===== config.mk =====
export PLATFORM = sky130hd
export DESIGN_NAME = line_follow_pid_drive
export DESIGN_NICKNAME = d
export VERILOG_FILES = /design/src/hdl/lfpd_pkg.sv /design/src/hdl/line_follow_pid_drive.sv /design/src/hdl/lfpd_div.sv /design/src/hdl/lfpd_mac.sv
export SDC_FILE = /design/constraint.sdc
export NUM_CORES = 1
export LEC_CHECK = 0
export ABC_AREA = 1
export BUFFER_PORTS_ARGS = -buffer_cell sky130_fd_sc_hd__clkbuf_2
export CAP_MARGIN = 20
export CORE_UTILIZATION = 40
export CTS_BUF_LIST = sky130_fd_sc_hd__clkbuf_8
export DETAILED_ROUTE_END_ITERATION = 12
export PLACE_DENSITY = 0.56
export SYNTH_ARGS = -nofsm -noshare
export SYNTH_HDL_FRONTEND = slang
export SYNTH_SLANG_ARGS = --single-unit

===== constraint.sdc =====
create_clock -name clk -period 24.2 [get_ports clk]
set_input_delay 2.42 -clock clk [delete_from_list [all_inputs] [get_ports clk]]
set_output_delay 2.42 -clock clk [all_outputs]
set_load 0.03 [all_outputs]

===== src/hdl/lfpd_pkg.sv =====
`timescale 1ns / 1ps

package lfpd_pkg;

  // sensor array
  localparam int CHANNELS      = 8;
  localparam int PAT_W         = CHANNELS;
  localparam int SUM_W         = 5;                    // signed sum of weights, |sum| <= 10
  localparam int CNT_W         = $clog2(CHANNELS + 1); // active channel count

  // fixed point
  localparam int FRAC_BITS_DEF = 8;
  localparam int GAIN_FRAC     = 8;
  localparam int GAIN_W        = 16;
  localparam int SPEED_W       = 11;
  localparam int OUT_W         = 12;

  // deadband: |mean| < 0.6  <=>  5*|sum| < 3*cnt
  localparam int DB_SUM_MUL    = 5;
  localparam int DB_CNT_MUL    = 3;
  localparam int DB_W          = 7;

  // integral limit selection, whole units (scaled by FRAC_BITS at use)
  localparam int THR_ERR       = 3;
  localparam int LIM_HI        = 80;
  localparam int LIM_MID       = 50;
  localparam int LIM_LO        = 20;

  // configuration port
  localparam int CFG_ADDR_W    = 3;
  localparam int CFG_DATA_W    = 16;
  localparam logic [CFG_ADDR_W-1:0] CFG_KP     = 3'd0;
  localparam logic [CFG_ADDR_W-1:0] CFG_KI     = 3'd1;
  localparam logic [CFG_ADDR_W-1:0] CFG_KD     = 3'd2;
  localparam logic [CFG_ADDR_W-1:0] CFG_CRUISE = 3'd3;
  localparam logic [CFG_ADDR_W-1:0] CFG_LIMIT  = 3'd4;

  localparam logic [GAIN_W-1:0]  KP_RST     = 16'd15360;
  localparam logic [GAIN_W-1:0]  KI_RST     = 16'd0;
  localparam logic [GAIN_W-1:0]  KD_RST     = 16'd5120;
  localparam logic [SPEED_W-1:0] CRUISE_RST = 11'd200;
  localparam logic [SPEED_W-1:0] LIMIT_RST  = 11'd400;

  typedef enum logic [3:0] {
    ST_IDLE,
    ST_EVAL,
    ST_DIV,
    ST_PID,
    ST_MUL_P,
    ST_MUL_I,
    ST_MUL_D,
    ST_MUL_WAIT,
    ST_CORR,
    ST_SPEED,
    ST_DONE
  } state_t;

  typedef struct packed {
    logic issue;  // operands valid this cycle
    logic first;  // product starts a new sum
  } mac_ctl_t;

  // weights -4..-1 left of center, +1..+4 right of center
  function automatic logic signed [SUM_W-1:0] channel_weight(input int ch);
    logic signed [SUM_W-1:0] w;
    if (ch < CHANNELS / 2) begin
      w = SUM_W'(ch - CHANNELS / 2);
    end else begin
      w = SUM_W'(ch - CHANNELS / 2 + 1);
    end
    return w;
  endfunction

endpackage


===== src/hdl/line_follow_pid_drive.sv =====
`timescale 1ns / 1ps

// Line follower PID steering with differential wheel drive.
// Input stream (s_*): one request per control tick, s_tdata[7:0] is the sensor
// pattern (bit 0 = leftmost channel, 1 = channel sees the line).
// Output stream (m_*): one result per request. m_tdata holds left_cmd [11:0]
// and right_cmd [23:12], both signed mm/s; m_tuser is still_locked.
// Config port: cfg_we/cfg_addr/cfg_wdata writes kp, ki, kd (Q8.8), cruise speed
// and speed limit; write only while no request is in flight.
// Sequencing: one request at a time; s_tready is high only in the idle state.
// A locked tick goes from the evaluate state straight to the done state. With
// the line lost or inside the deadband the divider is skipped; otherwise the
// iterative divider runs first, giving one quotient bit per cycle, ahead of the
// PID, multiply, correction and speed states. Next request is taken the cycle
// after the result is loaded.
// The output register holds the result until m_tready; a new request is
// accepted meanwhile, and a finished result waits in the done state until the
// output register is free.
// Reset (rst, synchronous): start lock set, error history and integral zero,
// registers to defaults, no result pending.
module line_follow_pid_drive #(
  parameter int FRAC_BITS = lfpd_pkg::FRAC_BITS_DEF
) (
  input  logic                                clk,
  input  logic                                rst,
  input  logic                                cfg_we,
  input  logic [lfpd_pkg::CFG_ADDR_W-1:0]     cfg_addr,
  input  logic [lfpd_pkg::CFG_DATA_W-1:0]     cfg_wdata,
  input  logic                                s_tvalid,
  output logic                                s_tready,
  input  logic [lfpd_pkg::PAT_W-1:0]          s_tdata,   // [7:0] sensor_pattern
  output logic                                m_tvalid,
  input  logic                                m_tready,
  output logic [2*lfpd_pkg::OUT_W-1:0]        m_tdata,   // [11:0] left_cmd, [23:12] right_cmd
  output logic                                m_tuser    // [0] still_locked
);

  localparam int DIV_W   = lfpd_pkg::SUM_W - 1 + FRAC_BITS;  // |sum| << FRAC_BITS
  localparam int ERR_W   = DIV_W;                            // error, |e| <= 4.0
  localparam int DER_W   = FRAC_BITS + 5;                    // e - prev, |d| <= 8.0
  localparam int INT_W   = FRAC_BITS + 8;                    // integral, |i| <= 80.0
  localparam int ACC_W   = INT_W + lfpd_pkg::GAIN_W + 1;
  localparam int SHIFT   = lfpd_pkg::GAIN_FRAC + FRAC_BITS;
  localparam int CORR_W  = ACC_W - SHIFT;
  localparam int SPD_W   = CORR_W + 1;
  localparam int OUT_W   = lfpd_pkg::OUT_W;
  localparam int SUM_W   = lfpd_pkg::SUM_W;
  localparam int CNT_W   = lfpd_pkg::CNT_W;
  localparam int DB_W    = lfpd_pkg::DB_W;

  // ---------------- configuration registers ----------------
  logic [lfpd_pkg::GAIN_W-1:0]  kp_gain, ki_gain, kd_gain;
  logic [lfpd_pkg::SPEED_W-1:0] cruise_speed, speed_limit;

  always_ff @(posedge clk) begin
    if (rst) begin
      kp_gain      <= lfpd_pkg::KP_RST;
      ki_gain      <= lfpd_pkg::KI_RST;
      kd_gain      <= lfpd_pkg::KD_RST;
      cruise_speed <= lfpd_pkg::CRUISE_RST;
      speed_limit  <= lfpd_pkg::LIMIT_RST;
    end else if (cfg_we) begin
      unique case (cfg_addr)
        lfpd_pkg::CFG_KP:     kp_gain      <= cfg_wdata;
        lfpd_pkg::CFG_KI:     ki_gain      <= cfg_wdata;
        lfpd_pkg::CFG_KD:     kd_gain      <= cfg_wdata;
        lfpd_pkg::CFG_CRUISE: cruise_speed <= cfg_wdata[lfpd_pkg::SPEED_W-1:0];
        lfpd_pkg::CFG_LIMIT:  speed_limit  <= cfg_wdata[lfpd_pkg::SPEED_W-1:0];
        default: ;  // unused indexes are dropped
      endcase
    end
  end

  // ---------------- control state ----------------
  lfpd_pkg::state_t state, state_next;

  logic                    start_lock;
  logic signed [ERR_W-1:0] prev_err;
  logic signed [INT_W-1:0] integral;

  // per-tick working registers
  logic [lfpd_pkg::PAT_W-1:0] pat;
  logic signed [ERR_W-1:0]    err;
  logic signed [DER_W-1:0]    deriv;
  logic signed [CORR_W-1:0]   corr;
  logic signed [OUT_W-1:0]    res_left, res_right;
  logic                       res_locked;

  // ---------------- sensor decode ----------------
  logic signed [SUM_W-1:0] sum, neg_sum;
  logic [CNT_W-1:0]        cnt;
  logic [SUM_W-2:0]        abs_sum;
  logic                    deadband;
  logic                    trivial;
  logic                    hold_lock;
  logic                    skip_div;

  always_comb begin
    sum = '0;
    cnt = '0;
    for (int ch = 0; ch < lfpd_pkg::CHANNELS; ch++) begin
      if (pat[ch]) begin
        sum = sum + lfpd_pkg::channel_weight(ch);
        cnt = cnt + CNT_W'(1);
      end
    end
  end

  assign neg_sum   = -sum;
  assign abs_sum   = sum[SUM_W-1] ? neg_sum[SUM_W-2:0] : sum[SUM_W-2:0];
  // exact deadband on the rational mean
  assign deadband  = (DB_W'(abs_sum) * DB_W'(lfpd_pkg::DB_SUM_MUL))
                   < (DB_W'(cnt) * DB_W'(lfpd_pkg::DB_CNT_MUL));
  assign trivial   = (pat == '0) || (pat == '1);
  assign hold_lock = start_lock && trivial;
  assign skip_div  = (cnt == '0) || deadband;

  // ---------------- divider ----------------
  logic             div_start;
  logic             div_done;
  logic [DIV_W-1:0] quotient;
  logic [DIV_W-1:0] dividend;

  assign dividend = {abs_sum, {FRAC_BITS{1'b0}}};

  lfpd_div #(
    .DIV_W (DIV_W)
  ) u_div (
    .clk      (clk),
    .rst      (rst),
    .start    (div_start),
    .dividend (dividend),
    .divisor  (cnt),
    .done     (div_done),
    .quotient (quotient)
  );

  // ---------------- integral update ----------------
  logic [ERR_W-1:0]        abs_err;
  logic signed [ERR_W-1:0] neg_err;
  logic [ERR_W:0]          thr3;
  logic signed [INT_W:0]   lim;
  logic signed [INT_W:0]   int_sum;
  logic signed [INT_W-1:0] int_base;
  logic signed [INT_W-1:0] int_next;
  logic                    sign_flip;

  assign neg_err   = -err;
  assign abs_err   = err[ERR_W-1] ? neg_err : err;
  assign thr3      = (ERR_W + 1)'(lfpd_pkg::THR_ERR) << FRAC_BITS;
  assign sign_flip = ((prev_err > 0) && (err < 0)) || ((prev_err < 0) && (err > 0));
  assign int_base  = sign_flip ? '0 : integral;
  assign int_sum   = (INT_W + 1)'(int_base) + (INT_W + 1)'(err);

  always_comb begin
    if ({1'b0, abs_err} > thr3) begin
      lim = (INT_W + 1)'(lfpd_pkg::LIM_HI) << FRAC_BITS;
    end else if ({abs_err, 1'b0} > thr3) begin
      lim = (INT_W + 1)'(lfpd_pkg::LIM_MID) << FRAC_BITS;
    end else begin
      lim = (INT_W + 1)'(lfpd_pkg::LIM_LO) << FRAC_BITS;
    end
  end

  always_comb begin
    priority if (int_sum > lim) begin
      int_next = lim[INT_W-1:0];
    end else if (int_sum < -lim) begin
      int_next = INT_W'(-lim);
    end else begin
      int_next = int_sum[INT_W-1:0];
    end
  end

  // ---------------- shared multiplier ----------------
  lfpd_pkg::mac_ctl_t          mac_ctl;
  logic [lfpd_pkg::GAIN_W-1:0] mac_gain;
  logic signed [INT_W-1:0]     mac_opnd;
  logic signed [ACC_W-1:0]     acc;
  logic signed [ACC_W-1:0]     acc_bias;

  lfpd_mac #(
    .OPND_W (INT_W)
  ) u_mac (
    .clk  (clk),
    .rst  (rst),
    .ctl  (mac_ctl),
    .gain (mac_gain),
    .opnd (mac_opnd),
    .acc  (acc)
  );

  // truncate toward zero: bias negatives before the arithmetic shift
  assign acc_bias = acc + (acc[ACC_W-1] ? ((ACC_W'(1) << SHIFT) - ACC_W'(1)) : '0);

  // ---------------- speed mixing ----------------
  logic signed [SPD_W-1:0] cruise_s, limit_s;
  logic signed [SPD_W-1:0] left_raw, right_raw;

  assign cruise_s  = SPD_W'($signed({1'b0, cruise_speed}));
  assign limit_s   = SPD_W'($signed({1'b0, speed_limit}));
  assign left_raw  = cruise_s + SPD_W'(corr);
  assign right_raw = cruise_s - SPD_W'(corr);

  function automatic logic signed [OUT_W-1:0] clamp_speed(
    input logic signed [SPD_W-1:0] v,
    input logic signed [SPD_W-1:0] lmt
  );
    logic signed [SPD_W-1:0] r;
    priority if (v > lmt) begin
      r = lmt;
    end else if (v < -lmt) begin
      r = -lmt;
    end else begin
      r = v;
    end
    return r[OUT_W-1:0];
  endfunction

  // ---------------- sequencer ----------------
  logic out_free;
  logic out_load;

  assign out_free = !m_tvalid || m_tready;

  always_comb begin
    state_next = state;
    unique case (state)
      lfpd_pkg::ST_IDLE:     if (s_tvalid) state_next = lfpd_pkg::ST_EVAL;
      lfpd_pkg::ST_EVAL: begin
        priority if (hold_lock) state_next = lfpd_pkg::ST_DONE;
        else if (skip_div)      state_next = lfpd_pkg::ST_PID;
        else                    state_next = lfpd_pkg::ST_DIV;
      end
      lfpd_pkg::ST_DIV:      if (div_done) state_next = lfpd_pkg::ST_PID;
      lfpd_pkg::ST_PID:      state_next = lfpd_pkg::ST_MUL_P;
      lfpd_pkg::ST_MUL_P:    state_next = lfpd_pkg::ST_MUL_I;
      lfpd_pkg::ST_MUL_I:    state_next = lfpd_pkg::ST_MUL_D;
      lfpd_pkg::ST_MUL_D:    state_next = lfpd_pkg::ST_MUL_WAIT;
      lfpd_pkg::ST_MUL_WAIT: state_next = lfpd_pkg::ST_CORR;
      lfpd_pkg::ST_CORR:     state_next = lfpd_pkg::ST_SPEED;
      lfpd_pkg::ST_SPEED:    state_next = lfpd_pkg::ST_DONE;
      lfpd_pkg::ST_DONE:     if (out_free) state_next = lfpd_pkg::ST_IDLE;
      default:               state_next = lfpd_pkg::ST_IDLE;
    endcase
  end

  always_comb begin
    s_tready      = 1'b0;
    div_start     = 1'b0;
    mac_ctl.issue = 1'b0;
    mac_ctl.first = 1'b0;
    mac_gain      = kp_gain;
    mac_opnd      = INT_W'(err);
    out_load      = 1'b0;
    unique case (state)
      lfpd_pkg::ST_IDLE:  s_tready  = 1'b1;
      lfpd_pkg::ST_EVAL:  div_start = !hold_lock && !skip_div;
      lfpd_pkg::ST_MUL_P: begin
        mac_ctl.issue = 1'b1;
        mac_ctl.first = 1'b1;
      end
      lfpd_pkg::ST_MUL_I: begin
        mac_ctl.issue = 1'b1;
        mac_gain      = ki_gain;
        mac_opnd      = integral;
      end
      lfpd_pkg::ST_MUL_D: begin
        mac_ctl.issue = 1'b1;
        mac_gain      = kd_gain;
        mac_opnd      = INT_W'(deriv);
      end
      lfpd_pkg::ST_DONE:  out_load = out_free;
      default: ;
    endcase
  end

  always_ff @(posedge clk) begin
    if (rst) begin
      state      <= lfpd_pkg::ST_IDLE;
      start_lock <= 1'b1;
      prev_err   <= '0;
      integral   <= '0;
      m_tvalid   <= 1'b0;
    end else begin
      state <= state_next;
      if (state == lfpd_pkg::ST_EVAL && !hold_lock) begin
        start_lock <= 1'b0;
      end
      if (state == lfpd_pkg::ST_PID) begin
        prev_err <= err;
        integral <= int_next;
      end
      if (out_load) begin
        m_tvalid <= 1'b1;
      end else if (m_tready) begin
        m_tvalid <= 1'b0;
      end
    end
  end

  // datapath registers, no reset needed
  always_ff @(posedge clk) begin
    if (s_tvalid && s_tready) begin
      pat <= s_tdata;
    end
    if (state == lfpd_pkg::ST_EVAL) begin
      res_locked <= hold_lock;
      res_left   <= '0;
      res_right  <= '0;
      if (cnt == '0) begin
        err <= prev_err;  // line lost: hold last error
      end else if (deadband) begin
        err <= '0;
      end
    end
    if (state == lfpd_pkg::ST_DIV && div_done) begin
      err <= sum[SUM_W-1] ? -$signed(quotient) : $signed(quotient);
    end
    if (state == lfpd_pkg::ST_PID) begin
      deriv <= DER_W'(err) - DER_W'(prev_err);
    end
    if (state == lfpd_pkg::ST_CORR) begin
      corr <= acc_bias[ACC_W-1:SHIFT];
    end
    if (state == lfpd_pkg::ST_SPEED) begin
      res_left  <= clamp_speed(left_raw, limit_s);
      res_right <= clamp_speed(right_raw, limit_s);
    end
    if (out_load) begin
      m_tdata <= {res_right, res_left};
      m_tuser <= res_locked;
    end
  end

endmodule


===== src/hdl/lfpd_div.sv =====
`timescale 1ns / 1ps

// restoring divider, one quotient bit per cycle
module lfpd_div #(
  parameter int DIV_W = lfpd_pkg::SUM_W - 1 + lfpd_pkg::FRAC_BITS_DEF
) (
  input  logic                         clk,
  input  logic                         rst,
  input  logic                         start,
  input  logic [DIV_W-1:0]             dividend,
  input  logic [lfpd_pkg::CNT_W-1:0]   divisor,
  output logic                         done,
  output logic [DIV_W-1:0]             quotient
);

  localparam int CTR_W = $clog2(DIV_W + 1);
  localparam int RW    = lfpd_pkg::CNT_W;

  logic             busy;
  logic [CTR_W-1:0] cnt;
  logic [RW-1:0]    rem;
  logic [RW:0]      shifted;
  logic [RW+1:0]    diff;

  assign shifted = {rem, quotient[DIV_W-1]};
  assign diff    = {1'b0, shifted} - {2'b00, divisor};

  always_ff @(posedge clk) begin
    if (rst) begin
      busy <= 1'b0;
      done <= 1'b0;
      cnt  <= '0;
    end else begin
      done <= busy && (cnt == CTR_W'(1));
      if (start) begin
        busy <= 1'b1;
        cnt  <= CTR_W'(DIV_W);
      end else if (busy) begin
        cnt <= cnt - CTR_W'(1);
        if (cnt == CTR_W'(1)) begin
          busy <= 1'b0;
        end
      end
    end
  end

  always_ff @(posedge clk) begin
    if (start) begin
      rem      <= '0;
      quotient <= dividend;
    end else if (busy) begin
      if (diff[RW+1]) begin
        rem      <= shifted[RW-1:0];
        quotient <= {quotient[DIV_W-2:0], 1'b0};
      end else begin
        rem      <= diff[RW-1:0];
        quotient <= {quotient[DIV_W-2:0], 1'b1};
      end
    end
  end

endmodule


===== src/hdl/lfpd_mac.sv =====
`timescale 1ns / 1ps

// shared gain multiplier: registered product, then accumulate
module lfpd_mac #(
  parameter int OPND_W = lfpd_pkg::FRAC_BITS_DEF + 8
) (
  input  logic                                          clk,
  input  logic                                          rst,
  input  lfpd_pkg::mac_ctl_t                            ctl,
  input  logic [lfpd_pkg::GAIN_W-1:0]                   gain,
  input  logic signed [OPND_W-1:0]                      opnd,
  output logic signed [OPND_W+lfpd_pkg::GAIN_W:0]       acc
);

  localparam int ACC_W = OPND_W + lfpd_pkg::GAIN_W + 1;

  logic signed [ACC_W-1:0] prod;
  logic                    p_vld;
  logic                    p_first;

  always_ff @(posedge clk) begin
    if (rst) begin
      p_vld   <= 1'b0;
      p_first <= 1'b0;
    end else begin
      p_vld   <= ctl.issue;
      p_first <= ctl.first;
    end
  end

  always_ff @(posedge clk) begin
    if (ctl.issue) begin
      prod <= $signed({1'b0, gain}) * opnd;
    end
    if (p_vld) begin
      acc <= p_first ? prod : acc + prod;
    end
  end

endmodule


==> reports/metrics.cfg <==
[run_status]
status=finished clean

[logic_synthesis]
yosysMostFrequentCell=nand2_1
synth_commonest_cells=nand2_1, inv_1, nor2_1, ha_1, o21ai_0
synthDominantCellAreaShare_pct=17.69
synth-seq-cells=294
synth_edf_count=170
synth.area.top_cells=edfxtp_1, fa_1, ha_1
synth_fp_nets=4267
yosysSeqAreaShare_pct=26.30
syn_inst=3711
yosys.area.top_type=edfxtp_1
synth_ff_type=edfxtp_1
netlist_area_um2=28850
synth.distinct_cells=60
ys_warn_count=0
synth.avg_cell_area_um2=7.774
ys_async_sr_fraction_pct=0

[cts]
clk_pin_slew_ns=0.07
numCtsBuffers=56
cts_tree=built
clock_sinks=294
cts_hold_buffers=0
clock_tree.htree_level_count=2
cts_resized=0
clock_latency_ns=0.66
root_buffer=clkbuf_8
clock_path_buffers=3
post_cts_buffers=0

[global_routing]
antenna_found_initial=2
grt.total_usage_pct=22.13
grt_max_degree=89
overflow=0
grt_pass1_vias=23920
grt_pass1_wl_mm=128.9

[sta]
max_freq_ghz=0.1069
period_needed_ns=9.359
timing_worst_slew_pin_value_ns=1.044
slew_headroom_pct=30.43
fin_tns_setup_ns=0
skew_ns=0.03765
slew_viol_final=0
setup_ws_ns=14.84
hold_ws_ns=0.4120
hold_viol=0
fin_crit_sh_pct=38.67
finalSetupViolCount=0
grt_setup_unrepaired=no

[critical_path]
critPathLaunchType=flop
path_buf_inv=10
critPathKind=flop to flop
cpPeakStageDelay_ns=0.77
r2r_start=state[2]
worstSetupStartpoint=state[2]
critPathSlowestCell=nor2_4
path_delay_family=adder cells
end_kind=flop
cp.required_ns=24.60
critPathArrivalTime_ns=9.76
crit_cells=35
crit_path_max_fanout=43
reg2regPathDepth=35
critPathMostFrequentCell=inv_1

[routing]
drc=0
wl_per_cell_um=16.72
routed-via-count=24060
drtPass1Iterations=5
ant_nets=0
vias_per_cell=5.041
routed_wl_mm=79.81
drtIter0Drc=1455

[floorplanning]
fp.dieW_um=270.6
die_y_um=270.6
ios=59
start_util_pct=40.36
dieArea_um2=73200
core_area_um2=71490
rows=98

[min_path]
worstHoldStart=res_left[11]
hold_path_depth=0
hp-class=flop to flop

[place]
dp_slack_ns=14.96
port_buffers=58
place_congestion=0.9137
dpl.hpwl_mm=63.28

[cells_and_area]
area_growth_pct=8.747
layout-drive-gt1-share_pct=7.199
fin_nets=4331
fillers=7302

[flow_run]
max_cap_viol_count=0

==> routing by layer <==
metal | up-vias | global-route usage, % | part of all wire (%)
li1 | 12090 | - | -
met1 | 11220 | 29.53 | 45
met2 | 585 | 35.88 | 45
met3 | 159 | 3.541 | 5.9
met4 | 0 | 8.326 | 3.9
met5 | - | 0.3289 | 0
==> stage by stage <==
| step | instance area [µm²] | cells | utilization (%) |
|---|---|---|---|
| CTS | 31340 | 4768 | 43.84 |
| floorplan | 28850 | 3711 | - |
| global placement | 30220 | 4665 | 42.28 |
| global route | 31370 | 4772 | 43.89 |
| finish | 31370 | 4772 | 43.89 |
| detailed placement | 30220 | 4665 | 42.28 |
==> placed cells by master, fill, tap and decap left out, types with 9 or more instances in the layout <==
cell and n:
nand2_1 708, inv_1 646, nor2_1 434, ha_1 322, o21ai_0 229, a21oi_1 214
fa_1 202, edfxtp_1 170, nand3_1 147, dfxtp_1 124, xor2_1 91, clkbuf_8 65
clkbuf_2 58, xnor2_1 35, nand4_1 33, buf_4 32, nor3_1 31, nand2_2 28
or2_2 25, a31oi_1 21, o21ai_1 20, inv_2 17, clkinv_1 15, o211ai_1 11
o21ai_2 10, nor4_1 9, o21bai_1 9, o21a_1 9
==> area by class of cell <==
class                      instances  area (µm²)  share of cell area (%)
inverter                         652        2450                   7.809
clock buffer                      65       894.6                   2.851
timing repair buffer              91       550.5                   1.755
sequential                       294        7587                   24.18
tap                              950        1189                   3.789
multi-input combinational       2680       18480                   58.89
antenna                            2       5.005                 0.01595
clock inverter                    38       222.7                  0.7099
==> worst paths after layout <==
check / endpoint / slack (ns)
setup / recovery: u_mac.prod[31] / 14.84
hold / removal: m_tdata[11] / 0.41
setup reg to reg: u_mac.prod[31] / 14.84
hold reg to reg: m_tdata[11] / 0.41
==> sequential cells by signal, indices dropped and copies added (netlist names), 11 cells and up <==
signal          cells
err                12
kp_gain            16
deriv              13
corr               17
m_tdata            24
res_right          12
integral           16
cruise_speed       11
u_div.quotient     12
ki_gain            16
kd_gain            16
speed_limit        11
u_mac.prod         33
prev_err           12
res_left           12
u_mac.acc          33
==> cells by family after synthesis <==
logic type               Yosys count  synth area share (%)
adder cells (fa/ha/maj)          524                 27.98
XOR/XNOR                         126                 3.825
AND/OR/NAND/NOR                 1446                 20.85
flip-flops                       294                 26.30
AO/OA/AOI/OAI                    584                 11.26
buffers and inverters            737                 9.784
==> worst register-to-register path: cells and delay by family (launching register included) <==
family	cells	cell delay [ns]
AOI/OAI and AO/OA	12	2.58
xor gates and xnor gates	1	0.15
adders and majority gates	7	2.90
buffers and inverters	10	1.81
DFF	1	0.34
and+or+nand+nor	5	1.31
Power is left out: the tool's default activity adds up to more than one toggle a clock period on the data nets, which glitch-free logic cannot reach.
